[src/sv/i2cbr_pkg.sv]
// ----------------------------------------------------------------------------
// i2cbr_pkg
// Shared types and constants for the I2C bus recovery sequencer.
// ----------------------------------------------------------------------------
package i2cbr_pkg;

  localparam int unsigned HALF_W     = 10;
  localparam int unsigned TIMEOUT_W  = 20;
  localparam int unsigned SETTLE_W   = 10;
  localparam int unsigned CFG_IDX_W  = 2;
  localparam int unsigned CFG_DATA_W = 20;

  localparam logic [HALF_W-1:0]    HALF_RST    = 10'd10;
  localparam logic [TIMEOUT_W-1:0] TIMEOUT_RST = 20'd300000;
  localparam logic [SETTLE_W-1:0]  SETTLE_RST  = 10'd50;

  typedef enum logic [CFG_IDX_W-1:0] {
    CFG_HALF    = 2'd0,
    CFG_TIMEOUT = 2'd1,
    CFG_SETTLE  = 2'd2
  } cfg_idx_t;

  typedef enum logic [10:0] {
    PH_IDLE   = 11'b000_0000_0001,
    PH_WAIT_A = 11'b000_0000_0010,
    PH_HOLD_A = 11'b000_0000_0100,
    PH_WAIT_B = 11'b000_0000_1000,
    PH_HOLD_B = 11'b000_0001_0000,
    PH_LOW    = 11'b000_0010_0000,
    PH_HIGH   = 11'b000_0100_0000,
    PH_START1 = 11'b000_1000_0000,
    PH_START2 = 11'b001_0000_0000,
    PH_START3 = 11'b010_0000_0000,
    PH_SETTLE = 11'b100_0000_0000
  } phase_t;

  typedef struct packed {
    logic scl_drive;
    logic sda_drive;
    logic busy_res;
    logic done_res;
    logic success;
    logic soft_reset;
  } res_t;

endpackage

[src/sv/i2cbr_if.sv]
// ----------------------------------------------------------------------------
// i2cbr interfaces
// Tick input channel and result channel, valid/ready handshake.
// ----------------------------------------------------------------------------
interface i2cbr_in_if;
  logic valid;
  logic ready;
  logic start_req;
  logic scl_level;
  logic sda_level;

  modport source (output valid, output start_req, output scl_level, output sda_level,
                  input ready);
  modport sink   (input valid, input start_req, input scl_level, input sda_level,
                  output ready);
endinterface

interface i2cbr_out_if;
  logic valid;
  logic ready;
  logic scl_drive;
  logic sda_drive;
  logic busy_res;
  logic done_res;
  logic success;
  logic soft_reset;

  modport source (output valid, output scl_drive, output sda_drive, output busy_res,
                  output done_res, output success, output soft_reset, input ready);
  modport sink   (input valid, input scl_drive, input sda_drive, input busy_res,
                  input done_res, input success, input soft_reset, output ready);
endinterface

[src/sv/i2cbr_core.sv]
// ----------------------------------------------------------------------------
// i2cbr_core
// Recovery state machine, config registers and per-tick result generation.
// ----------------------------------------------------------------------------
module i2cbr_core #(
  parameter int unsigned ELAPSED_WIDTH = 20
) (
  input  logic                             clk,
  input  logic                             rst_n,
  input  logic                             cfg_we,
  input  logic [i2cbr_pkg::CFG_IDX_W-1:0]  cfg_idx,
  input  logic [i2cbr_pkg::CFG_DATA_W-1:0] cfg_wdata,
  input  logic                             tick,
  input  logic                             start_req,
  input  logic                             scl_level,
  input  logic                             sda_level,
  output i2cbr_pkg::res_t                  res
);

  localparam int unsigned CW = (ELAPSED_WIDTH > i2cbr_pkg::TIMEOUT_W) ?
                               ELAPSED_WIDTH : i2cbr_pkg::TIMEOUT_W;
  localparam int unsigned HW = i2cbr_pkg::HALF_W;

  logic [HW-1:0]                   half_r;
  logic [i2cbr_pkg::TIMEOUT_W-1:0] timeout_r;
  logic [i2cbr_pkg::SETTLE_W-1:0]  settle_r;

  i2cbr_pkg::phase_t        phase_r, phase_nxt;
  logic [ELAPSED_WIDTH-1:0] elapsed_r, elapsed_nxt, elapsed_inc;
  logic [HW-1:0]            pc_r, pc_nxt;
  logic                     scl_r, scl_nxt, sda_r, sda_nxt;

  logic [HW-1:0] hold_len;
  logic [HW:0]   pc_plus, hold_n;
  logic          hold_end, timed_out;
  logic          done, ok;

  always_ff @(posedge clk) begin
    if (!rst_n) begin
      half_r    <= i2cbr_pkg::HALF_RST;
      timeout_r <= i2cbr_pkg::TIMEOUT_RST;
      settle_r  <= i2cbr_pkg::SETTLE_RST;
    end else if (cfg_we) begin
      case (cfg_idx)
        i2cbr_pkg::CFG_HALF:    half_r    <= cfg_wdata[HW-1:0];
        i2cbr_pkg::CFG_TIMEOUT: timeout_r <= cfg_wdata[i2cbr_pkg::TIMEOUT_W-1:0];
        i2cbr_pkg::CFG_SETTLE:  settle_r  <= cfg_wdata[i2cbr_pkg::SETTLE_W-1:0];
        default: ;
      endcase
    end
  end

  // hold length: zero counts as one tick
  assign hold_len = (phase_r == i2cbr_pkg::PH_SETTLE) ? settle_r : half_r;
  assign hold_n   = (hold_len == '0) ? (HW+1)'(1) : {1'b0, hold_len};
  assign pc_plus  = {1'b0, pc_r} + (HW+1)'(1);
  assign hold_end = pc_plus >= hold_n;

  // elapsed count saturates; it runs on every busy tick before the checks
  assign elapsed_inc = (&elapsed_r) ? elapsed_r : elapsed_r + ELAPSED_WIDTH'(1);
  assign timed_out   = (CW'(elapsed_inc) > CW'(timeout_r)) || (&elapsed_inc);

  always_comb begin
    phase_nxt   = phase_r;
    elapsed_nxt = (phase_r == i2cbr_pkg::PH_IDLE) ? elapsed_r : elapsed_inc;
    pc_nxt      = pc_r;
    scl_nxt     = scl_r;
    sda_nxt     = sda_r;
    done        = 1'b0;
    ok          = 1'b0;
    unique case (phase_r)
      i2cbr_pkg::PH_IDLE: begin
        if (start_req) begin
          scl_nxt     = 1'b1;
          sda_nxt     = 1'b1;
          elapsed_nxt = '0;
          phase_nxt   = i2cbr_pkg::PH_WAIT_A;
          pc_nxt      = '0;
        end
      end
      i2cbr_pkg::PH_WAIT_A, i2cbr_pkg::PH_WAIT_B: begin
        if (scl_level) begin
          phase_nxt = (phase_r == i2cbr_pkg::PH_WAIT_A) ? i2cbr_pkg::PH_HOLD_A
                                                        : i2cbr_pkg::PH_HOLD_B;
          pc_nxt    = '0;
        end else if (timed_out) begin
          scl_nxt   = 1'b1;
          sda_nxt   = 1'b1;
          done      = 1'b1;
          phase_nxt = i2cbr_pkg::PH_IDLE;
          pc_nxt    = '0;
        end
      end
      i2cbr_pkg::PH_SETTLE: begin
        if (!scl_level) begin
          // activity on SCL: go round again
          phase_nxt = i2cbr_pkg::PH_WAIT_A;
          pc_nxt    = '0;
        end else if (hold_end) begin
          done      = 1'b1;
          ok        = 1'b1;
          phase_nxt = i2cbr_pkg::PH_IDLE;
          pc_nxt    = '0;
        end else begin
          pc_nxt = pc_plus[HW-1:0];
        end
      end
      i2cbr_pkg::PH_HOLD_A, i2cbr_pkg::PH_HIGH, i2cbr_pkg::PH_HOLD_B,
      i2cbr_pkg::PH_LOW, i2cbr_pkg::PH_START1, i2cbr_pkg::PH_START2,
      i2cbr_pkg::PH_START3: begin
        if (!hold_end) begin
          pc_nxt = pc_plus[HW-1:0];
        end else begin
          pc_nxt = '0;
          unique case (phase_r)
            i2cbr_pkg::PH_HOLD_B: begin
              scl_nxt   = 1'b0;
              phase_nxt = i2cbr_pkg::PH_LOW;
            end
            i2cbr_pkg::PH_LOW: begin
              scl_nxt   = 1'b1;
              phase_nxt = i2cbr_pkg::PH_HIGH;
            end
            i2cbr_pkg::PH_START1: begin
              scl_nxt   = 1'b0;
              phase_nxt = i2cbr_pkg::PH_START2;
            end
            i2cbr_pkg::PH_START2: begin
              scl_nxt   = 1'b1;
              phase_nxt = i2cbr_pkg::PH_START3;
            end
            i2cbr_pkg::PH_START3: begin
              sda_nxt   = 1'b1;
              phase_nxt = i2cbr_pkg::PH_SETTLE;
            end
            default: begin
              // end of a high phase: SDA low means another clock pulse
              if (!sda_level) begin
                phase_nxt = i2cbr_pkg::PH_WAIT_B;
              end else begin
                sda_nxt   = 1'b0;
                phase_nxt = i2cbr_pkg::PH_START1;
              end
            end
          endcase
        end
      end
      default: begin
        scl_nxt   = 1'b1;
        sda_nxt   = 1'b1;
        phase_nxt = i2cbr_pkg::PH_IDLE;
        pc_nxt    = '0;
      end
    endcase
  end

  always_ff @(posedge clk) begin
    if (!rst_n) begin
      phase_r   <= i2cbr_pkg::PH_IDLE;
      elapsed_r <= '0;
      pc_r      <= '0;
      scl_r     <= 1'b1;
      sda_r     <= 1'b1;
    end else if (tick) begin
      phase_r   <= phase_nxt;
      elapsed_r <= elapsed_nxt;
      pc_r      <= pc_nxt;
      scl_r     <= scl_nxt;
      sda_r     <= sda_nxt;
    end
  end

  always_comb begin
    res.scl_drive  = scl_nxt;
    res.sda_drive  = sda_nxt;
    res.busy_res   = (phase_nxt != i2cbr_pkg::PH_IDLE);
    res.done_res   = done;
    res.success    = ok;
    res.soft_reset = ok;
  end

endmodule

[src/sv/i2cbr_skid.sv]
// ----------------------------------------------------------------------------
// i2cbr_skid
// Result register plus skid stage driving the result channel.
// ----------------------------------------------------------------------------
module i2cbr_skid (
  input  logic                clk,
  input  logic                rst_n,
  input  logic                push,
  input  i2cbr_pkg::res_t     push_data,
  output logic                can_push,
  i2cbr_out_if.source         out_ch
);

  logic            out_v_r, out_v_nxt, skid_v_r, skid_v_nxt;
  i2cbr_pkg::res_t out_d_r, out_d_nxt, skid_d_r, skid_d_nxt;

  assign can_push = !skid_v_r;

  always_comb begin
    out_v_nxt  = out_v_r;
    out_d_nxt  = out_d_r;
    skid_v_nxt = skid_v_r;
    skid_d_nxt = skid_d_r;
    if (push) begin
      if (!out_v_r || out_ch.ready) begin
        out_v_nxt = 1'b1;
        out_d_nxt = push_data;
      end else begin
        // result register stalled: park the new result
        skid_v_nxt = 1'b1;
        skid_d_nxt = push_data;
      end
    end else if (out_v_r && out_ch.ready) begin
      if (skid_v_r) begin
        out_d_nxt  = skid_d_r;
        skid_v_nxt = 1'b0;
      end else begin
        out_v_nxt = 1'b0;
      end
    end
  end

  always_ff @(posedge clk) begin
    if (!rst_n) begin
      out_v_r  <= 1'b0;
      skid_v_r <= 1'b0;
    end else begin
      out_v_r  <= out_v_nxt;
      skid_v_r <= skid_v_nxt;
    end
  end

  always_ff @(posedge clk) begin
    out_d_r  <= out_d_nxt;
    skid_d_r <= skid_d_nxt;
  end

  assign out_ch.valid      = out_v_r;
  assign out_ch.scl_drive  = out_d_r.scl_drive;
  assign out_ch.sda_drive  = out_d_r.sda_drive;
  assign out_ch.busy_res   = out_d_r.busy_res;
  assign out_ch.done_res   = out_d_r.done_res;
  assign out_ch.success    = out_d_r.success;
  assign out_ch.soft_reset = out_d_r.soft_reset;

endmodule

[src/sv/i2c_bus_recovery_sequencer.sv]
// ----------------------------------------------------------------------------
// i2c_bus_recovery_sequencer
// Bus-clear sequencer for a hung I2C bus, one time-base tick per transfer.
// ----------------------------------------------------------------------------
// Usage:
//   in_ch carries one tick per transfer: start_req plus sampled SCL/SDA levels.
//   out_ch returns exactly one result per tick: line drives, busy, done,
//   success and a soft_reset pulse for the controller.
//   cfg_we/cfg_idx/cfg_wdata write half period (0), timeout (1) and settle
//   window (2); write them only while no sequence is running.
// Output: results are registered; a stalled one waits in the skid entry.
// Throughput: one tick per cycle while in_ch.ready is high; the state update
//   is a single registered pass through the sequencer state machine.
// Stall: a result register plus one skid entry sit on the output; in_ch.ready
//   drops only once both hold untaken results, and no result is lost.
// Reset (rst_n, synchronous): idle, both lines released, counters cleared,
//   config registers back to 10 / 300000 / 50 ticks, output empty.
// ----------------------------------------------------------------------------
module i2c_bus_recovery_sequencer #(
  parameter int unsigned ELAPSED_WIDTH = 20
) (
  input  logic                             clk,
  input  logic                             rst_n,
  input  logic                             cfg_we,
  input  logic [i2cbr_pkg::CFG_IDX_W-1:0]  cfg_idx,
  input  logic [i2cbr_pkg::CFG_DATA_W-1:0] cfg_wdata,
  i2cbr_in_if.sink                         in_ch,
  i2cbr_out_if.source                      out_ch
);

  logic            tick;
  logic            can_push;
  i2cbr_pkg::res_t res;

  assign in_ch.ready = can_push;
  assign tick        = in_ch.valid && can_push;

  i2cbr_core #(
    .ELAPSED_WIDTH(ELAPSED_WIDTH)
  ) u_core (
    .clk       (clk),
    .rst_n     (rst_n),
    .cfg_we    (cfg_we),
    .cfg_idx   (cfg_idx),
    .cfg_wdata (cfg_wdata),
    .tick      (tick),
    .start_req (in_ch.start_req),
    .scl_level (in_ch.scl_level),
    .sda_level (in_ch.sda_level),
    .res       (res)
  );

  i2cbr_skid u_skid (
    .clk       (clk),
    .rst_n     (rst_n),
    .push      (tick),
    .push_data (res),
    .can_push  (can_push),
    .out_ch    (out_ch)
  );

  a_done_not_busy: assert property (@(posedge clk) disable iff (!rst_n)
    out_ch.valid && out_ch.done_res |-> !out_ch.busy_res)
    else $error("done with busy still set");

  a_success_needs_done: assert property (@(posedge clk) disable iff (!rst_n)
    out_ch.valid && out_ch.success |-> out_ch.done_res)
    else $error("success without done");

  a_srst_matches_success: assert property (@(posedge clk) disable iff (!rst_n)
    out_ch.valid |-> out_ch.soft_reset == out_ch.success)
    else $error("soft_reset and success disagree");

  a_stall_only_when_full: assert property (@(posedge clk) disable iff (!rst_n)
    !in_ch.ready |-> out_ch.valid && !$past(out_ch.ready))
    else $error("input stalled with output not backed up");

endmodule
[src/flat_wrapper.sv]
// flat-port wrapper written by rule: the top's interface ports become plain ports
module i2c_bus_recovery_sequencer_flat 
#(
  parameter int unsigned ELAPSED_WIDTH = 20
)
  (clk, rst_n, cfg_we, cfg_idx, cfg_wdata, in_ch_valid, in_ch_start_req, in_ch_scl_level, in_ch_sda_level, in_ch_ready, out_ch_valid, out_ch_scl_drive, out_ch_sda_drive, out_ch_busy_res, out_ch_done_res, out_ch_success, out_ch_soft_reset, out_ch_ready);
  i2cbr_in_if in_ch_i ();
  i2cbr_out_if out_ch_i ();
  input  logic clk;
  input  logic rst_n;
  input  logic cfg_we;
  input  logic [i2cbr_pkg::CFG_IDX_W-1:0] cfg_idx;
  input  logic [i2cbr_pkg::CFG_DATA_W-1:0] cfg_wdata;
  input wire logic [$bits(in_ch_i.valid)-1:0] in_ch_valid;
  input wire logic [$bits(in_ch_i.start_req)-1:0] in_ch_start_req;
  input wire logic [$bits(in_ch_i.scl_level)-1:0] in_ch_scl_level;
  input wire logic [$bits(in_ch_i.sda_level)-1:0] in_ch_sda_level;
  output wire logic [$bits(in_ch_i.ready)-1:0] in_ch_ready;
  output wire logic [$bits(out_ch_i.valid)-1:0] out_ch_valid;
  output wire logic [$bits(out_ch_i.scl_drive)-1:0] out_ch_scl_drive;
  output wire logic [$bits(out_ch_i.sda_drive)-1:0] out_ch_sda_drive;
  output wire logic [$bits(out_ch_i.busy_res)-1:0] out_ch_busy_res;
  output wire logic [$bits(out_ch_i.done_res)-1:0] out_ch_done_res;
  output wire logic [$bits(out_ch_i.success)-1:0] out_ch_success;
  output wire logic [$bits(out_ch_i.soft_reset)-1:0] out_ch_soft_reset;
  input wire logic [$bits(out_ch_i.ready)-1:0] out_ch_ready;
  assign in_ch_i.valid = in_ch_valid;
  assign in_ch_i.start_req = in_ch_start_req;
  assign in_ch_i.scl_level = in_ch_scl_level;
  assign in_ch_i.sda_level = in_ch_sda_level;
  assign in_ch_ready = in_ch_i.ready;
  assign out_ch_valid = out_ch_i.valid;
  assign out_ch_scl_drive = out_ch_i.scl_drive;
  assign out_ch_sda_drive = out_ch_i.sda_drive;
  assign out_ch_busy_res = out_ch_i.busy_res;
  assign out_ch_done_res = out_ch_i.done_res;
  assign out_ch_success = out_ch_i.success;
  assign out_ch_soft_reset = out_ch_i.soft_reset;
  assign out_ch_i.ready = out_ch_ready;
  i2c_bus_recovery_sequencer #(.ELAPSED_WIDTH(ELAPSED_WIDTH)) u_core (.clk(clk), .rst_n(rst_n), .cfg_we(cfg_we), .cfg_idx(cfg_idx), .cfg_wdata(cfg_wdata), .in_ch(in_ch_i), .out_ch(out_ch_i));
endmodule
[config.mk]
export PLATFORM = sky130hd
export DESIGN_NAME = i2c_bus_recovery_sequencer_flat
export DESIGN_NICKNAME = d
export VERILOG_FILES = /design/src/sv/i2cbr_pkg.sv /design/src/sv/i2cbr_if.sv /design/src/sv/i2cbr_core.sv /design/src/sv/i2cbr_skid.sv /design/src/sv/i2c_bus_recovery_sequencer.sv /design/src/flat_wrapper.sv
export SDC_FILE = /design/constraint.sdc
export NUM_CORES = 1
export LEC_CHECK = 0
export ABC_CLOCK_PERIOD_IN_PS = 6400
export BUFFER_PORTS_ARGS = -buffer_cell sky130_fd_sc_hd__buf_2
export CORE_ASPECT_RATIO = 0.7
export CORE_MARGIN = 8
export CORE_UTILIZATION = 50
export CTS_BUF_LIST = sky130_fd_sc_hd__clkbuf_4 sky130_fd_sc_hd__clkbuf_8 sky130_fd_sc_hd__clkbuf_16
export CTS_CLUSTER_DIAMETER = 100
export DETAILED_ROUTE_END_ITERATION = 12
export PLACE_DENSITY = 0.75
export SYNTH_ARGS = -nofsm -noshare
export SYNTH_HDL_FRONTEND = slang
export SYNTH_SLANG_ARGS = --single-unit
[constraint.sdc]
create_clock -name clk -period 6.4 [get_ports clk]
set_input_delay 1.28 -clock clk [delete_from_list [all_inputs] [get_ports clk]]
set_output_delay 1.28 -clock clk [all_outputs]
set_load 0.05 [all_outputs]
==> results_dict.tcl <==
set metrics [dict create \
    path_clk_slew_ps 80 \
    critical_path_peak_fanout 14 \
    area_delta_synth_final_pct 8.895 \
    min_delay_worst_endpoint "u_core.u_core.settle_r[3]" \
    tightestPinTransition_ps 1080 \
    fp-row-count 33 \
    rsz0062_at_grt "no" \
    path_common_cell "nand4_1" \
    drc_errors 0 \
    routed_wirelength_mm 14.99 \
    first_pass_iters 5 \
    ctsHoldBuffers 0 \
    syn_area_per_cell_um2 8.176 \
    fin_skew_ps 16.32 \
    synthCells 726 \
    cts_tree "done" \
    setup_tns_ps 0 \
    whs_ps 456.1 \
    ys.flop_type "dfxtp_1" \
    cp_slowest_cell "nand4_1" \
    async_flop_share_pct 0 \
    ff2ff_setup_slack_ps 1410 \
    r2r-start "u_core.u_core.phase_r[5]" \
    power_density_nw_per_um2 206.4 \
    worst_r2r_path_depth 17 \
    antenna_found_initial 0 \
    syn-cell-area_um2 5936 \
    ys_ff_latch 95 \
    finalHoldViolCount 0 \
    grtUsageTotal_pct 19.19 \
    placed_area_um2 6163 \
    place.gp.congestion 0.9046 \
    post-cts-setup-buffer-count 0 \
    cts-resized-gates 0 \
    path_class "reg2reg" \
    leakagePower_nw 2.574 \
    stdcell_area_um2 6464 \
    yosysSeqAreaShare_pct 33.73 \
    setup_ws_ps 1407 \
    final_max_slew_viol_count 0 \
    required_ps 6490 \
    die_area_um2 15670 \
    portBuffers 37 \
    yosysUniqueCellTypes 76 \
    grt_remaining_overflow 0 \
    slowest_delay_ps 830 \
    ys_warn_count 0 \
    cp_cell_sequence "nor4_2 > nand4_1 > mux2i_1 > nand4_1 > nor2_1 > nand4_1 > nand3_1 > ha_1 > nor2b_1 > o21ai_0 > a21oi_1 > o21ai_1 > buf_4 > nor4b_1 > a211o_1 > a2111oi_2 > nor2_1" \
    die_w_um 146.2 \
    cts_buffers 9 \
    grt_pass1_vias 4989 \
    insertion_delay_ps 360 \
    r2r_end "u_core.u_skid.out_ch.scl_drive" \
    drt_iter0_drc 424 \
    cp_top_family "simple AND/OR/NAND/NOR gates" \
    die_h_um 107.2 \
    ant_nets 0 \
    synth_edf_count 10 \
    power_mw 1.334 \
    status "completed" \
    slew_headroom_pct 27.70 \
    finish.utilization_pct 55.51 \
    fin_crit_ps 4993 \
    clock_sinks 95 \
    hpwl_mm 10.61 \
    via_per_inst 5.932 \
    drive_above_1_share_pct 11.99 \
    vdd_drop_max_mv 0.1472 \
    via_count 5333 \
    grt_max_degree 61 \
    num-nets-final 799 \
    synth_largest_area_cell "dfxtp_1" \
    instances_no_fill 899 \
    cp.buffers_inverters 1 \
    fmax_mhz 200.3 \
    synth_nets 788 \
    core_region_area_um2 11640 \
    dp_slack_ps 1487 \
    arrival_ps 5080 \
    h-tree-depth 3 \
    grt_pass1_wl_mm 24.75 \
    worstHoldPathType "reg2reg" \
    hold_start "u_core.u_core.settle_r[3]" \
    maxCapViolations 0 \
    endpoint_kind "flip-flop" \
    setup_viol 0 \
    ys_top_cells_by_count "94 x nand2_1, 85 x dfxtp_1, 76 x nor2_1, 65 x a21oi_1" \
    yosysMostFrequentCell "nand2_1" \
    whs_path_depth 2 \
    min_period_over_period_pct 78.02 \
    clk_path_buf_depth 2 \
    initial_core_util_pct 50.98 \
    synth_area_leaders "dfxtp_1 29%, ha_1 6.7%, nand2_1 5.9%" \
    start_kind "flip-flop" \
    io_pins 38 \
    synth_top_area_share_pct 28.67 \
    clockRootBuffer "clkbuf_16" \
    n_antenna_cell 0 \
    dp.cells 883 \
    wire_per_inst_um 16.67 \
]
==> worst max-delay path by stage <==
| stage | endpoint | startpoint | cells past startpoint |
|---|---|---|---|
| floorplan | u_core.u_skid.out_ch.done_res | u_core.u_core.elapsed_r[1] | 17 |
| global placement | u_core.u_skid.out_ch.scl_drive | u_core.u_core.phase_r[5] | 17 |
| detailed placement | u_core.u_skid.out_ch.scl_drive | u_core.u_core.phase_r[5] | 17 |
| CTS | u_core.u_skid.out_ch.scl_drive | u_core.u_core.phase_r[5] | 17 |
| global route | u_core.u_skid.out_ch.scl_drive | u_core.u_core.phase_r[5] | 17 |
| finish | u_core.u_skid.out_ch.scl_drive | u_core.u_core.phase_r[5] | 17 |
==> routing by layer <==
layer	vias up	track usage [%]	routed length, um
met1	2525	26.78	7504
met4	0	5.568	159
met5	-	0	0
li1	2625	-	-
met3	13	4.712	904
met2	170	28.82	6419
==> power by group <==
group	internal, mW	total (mW)	switching, mW
registers	0.617	0.630	0.0129
clock network	0.285	0.545	0.260
logic	0.0540	0.160	0.106
==> logic make-up (layout without fill, tap and decap cells) <==
group | after synthesis | in the layout | share of synthesized area, %
multiplexers | 24 | 24 | 4.110
AND/OR/NAND/NOR | 294 | 294 | 24.96
buffers and inverters | 76 | 92 | 5.460
XOR/XNOR | 19 | 19 | 2.804
AO/OA/AOI/OAI | 186 | 186 | 22.20
adder cells (fa/ha/maj) | 32 | 32 | 6.745
flip-flops | 95 | 95 | 33.73
==> sequential cells by signal, summed over array words and instances (netlist names) <==
name / flops
u_core.u_core.settle_r: 10
u_core.u_core.sda_r: 1
u_core.u_core.half_r: 10
u_core.u_core.timeout_r: 20
u_core.u_skid.skid_v_r: 1
u_core.u_core.phase_r: 11
u_core.u_skid.out_ch.success: 1
u_core.u_core.scl_r: 1
u_core.u_core.elapsed_r: 20
u_core.u_skid.out_ch.done_res: 1
u_core.u_skid.out_ch.busy_res: 1
u_core.u_skid.out_ch.sda_drive: 1
u_core.u_core.pc_r: 10
u_core.u_skid.out_ch.valid: 1
u_core.u_skid.out_ch.scl_drive: 1
u_core.u_skid.skid_d_r: 5
==> cell type report <==
cell class / count / area [um2]
Clock inverter: 6 / 61.31
Sequential cell: 95 / 2002
Inverter: 34 / 127.6
Tap cell: 157 / 196.4
Multi-Input combinational cell: 555 / 3615
Timing Repair Buffer: 42 / 222.7
Clock buffer: 10 / 239.0
Fill cell: 1063 / 5180
==> worst register-to-register path, cell delays in order, from the launching register on <==
cell and delay (ps):
dfxtp_1 430, nor4_2 500, nand4_1 830, mux2i_1 550, nand4_1 150, nor2_1 110, nand4_1 100, nand3_1 110
ha_1 230, nor2b_1 110, o21ai_0 140, a21oi_1 230, o21ai_1 110, buf_4 200, nor4b_1 170, a211o_1 300
a2111oi_2 360, nor2_1 110
==> cells in the final DEF, fill, tap and decap left out, drive strengths merged, types with 3 or more instances in the layout <==
master / count
mux2i: 21
xnor2: 10
a211oi: 14
ha: 32
a211o: 5
xor2: 9
a2111oi: 3
edfxtp: 10
nand2b: 3
a21oi: 67
or3: 3
nor2b: 9
nand4: 14
and3: 9
o21ai: 28
nor2: 77
clkbuf: 10
a22oi: 19
nand3b: 7
dfxtp: 85
a21o: 10
o21a: 4
nor3: 16
buf: 42
nor4: 8
nand3: 32
mux2: 3
a31oi: 6
o211ai: 14
nand2: 94
inv: 37
and2: 5
(Power assumes the default switching activity.)
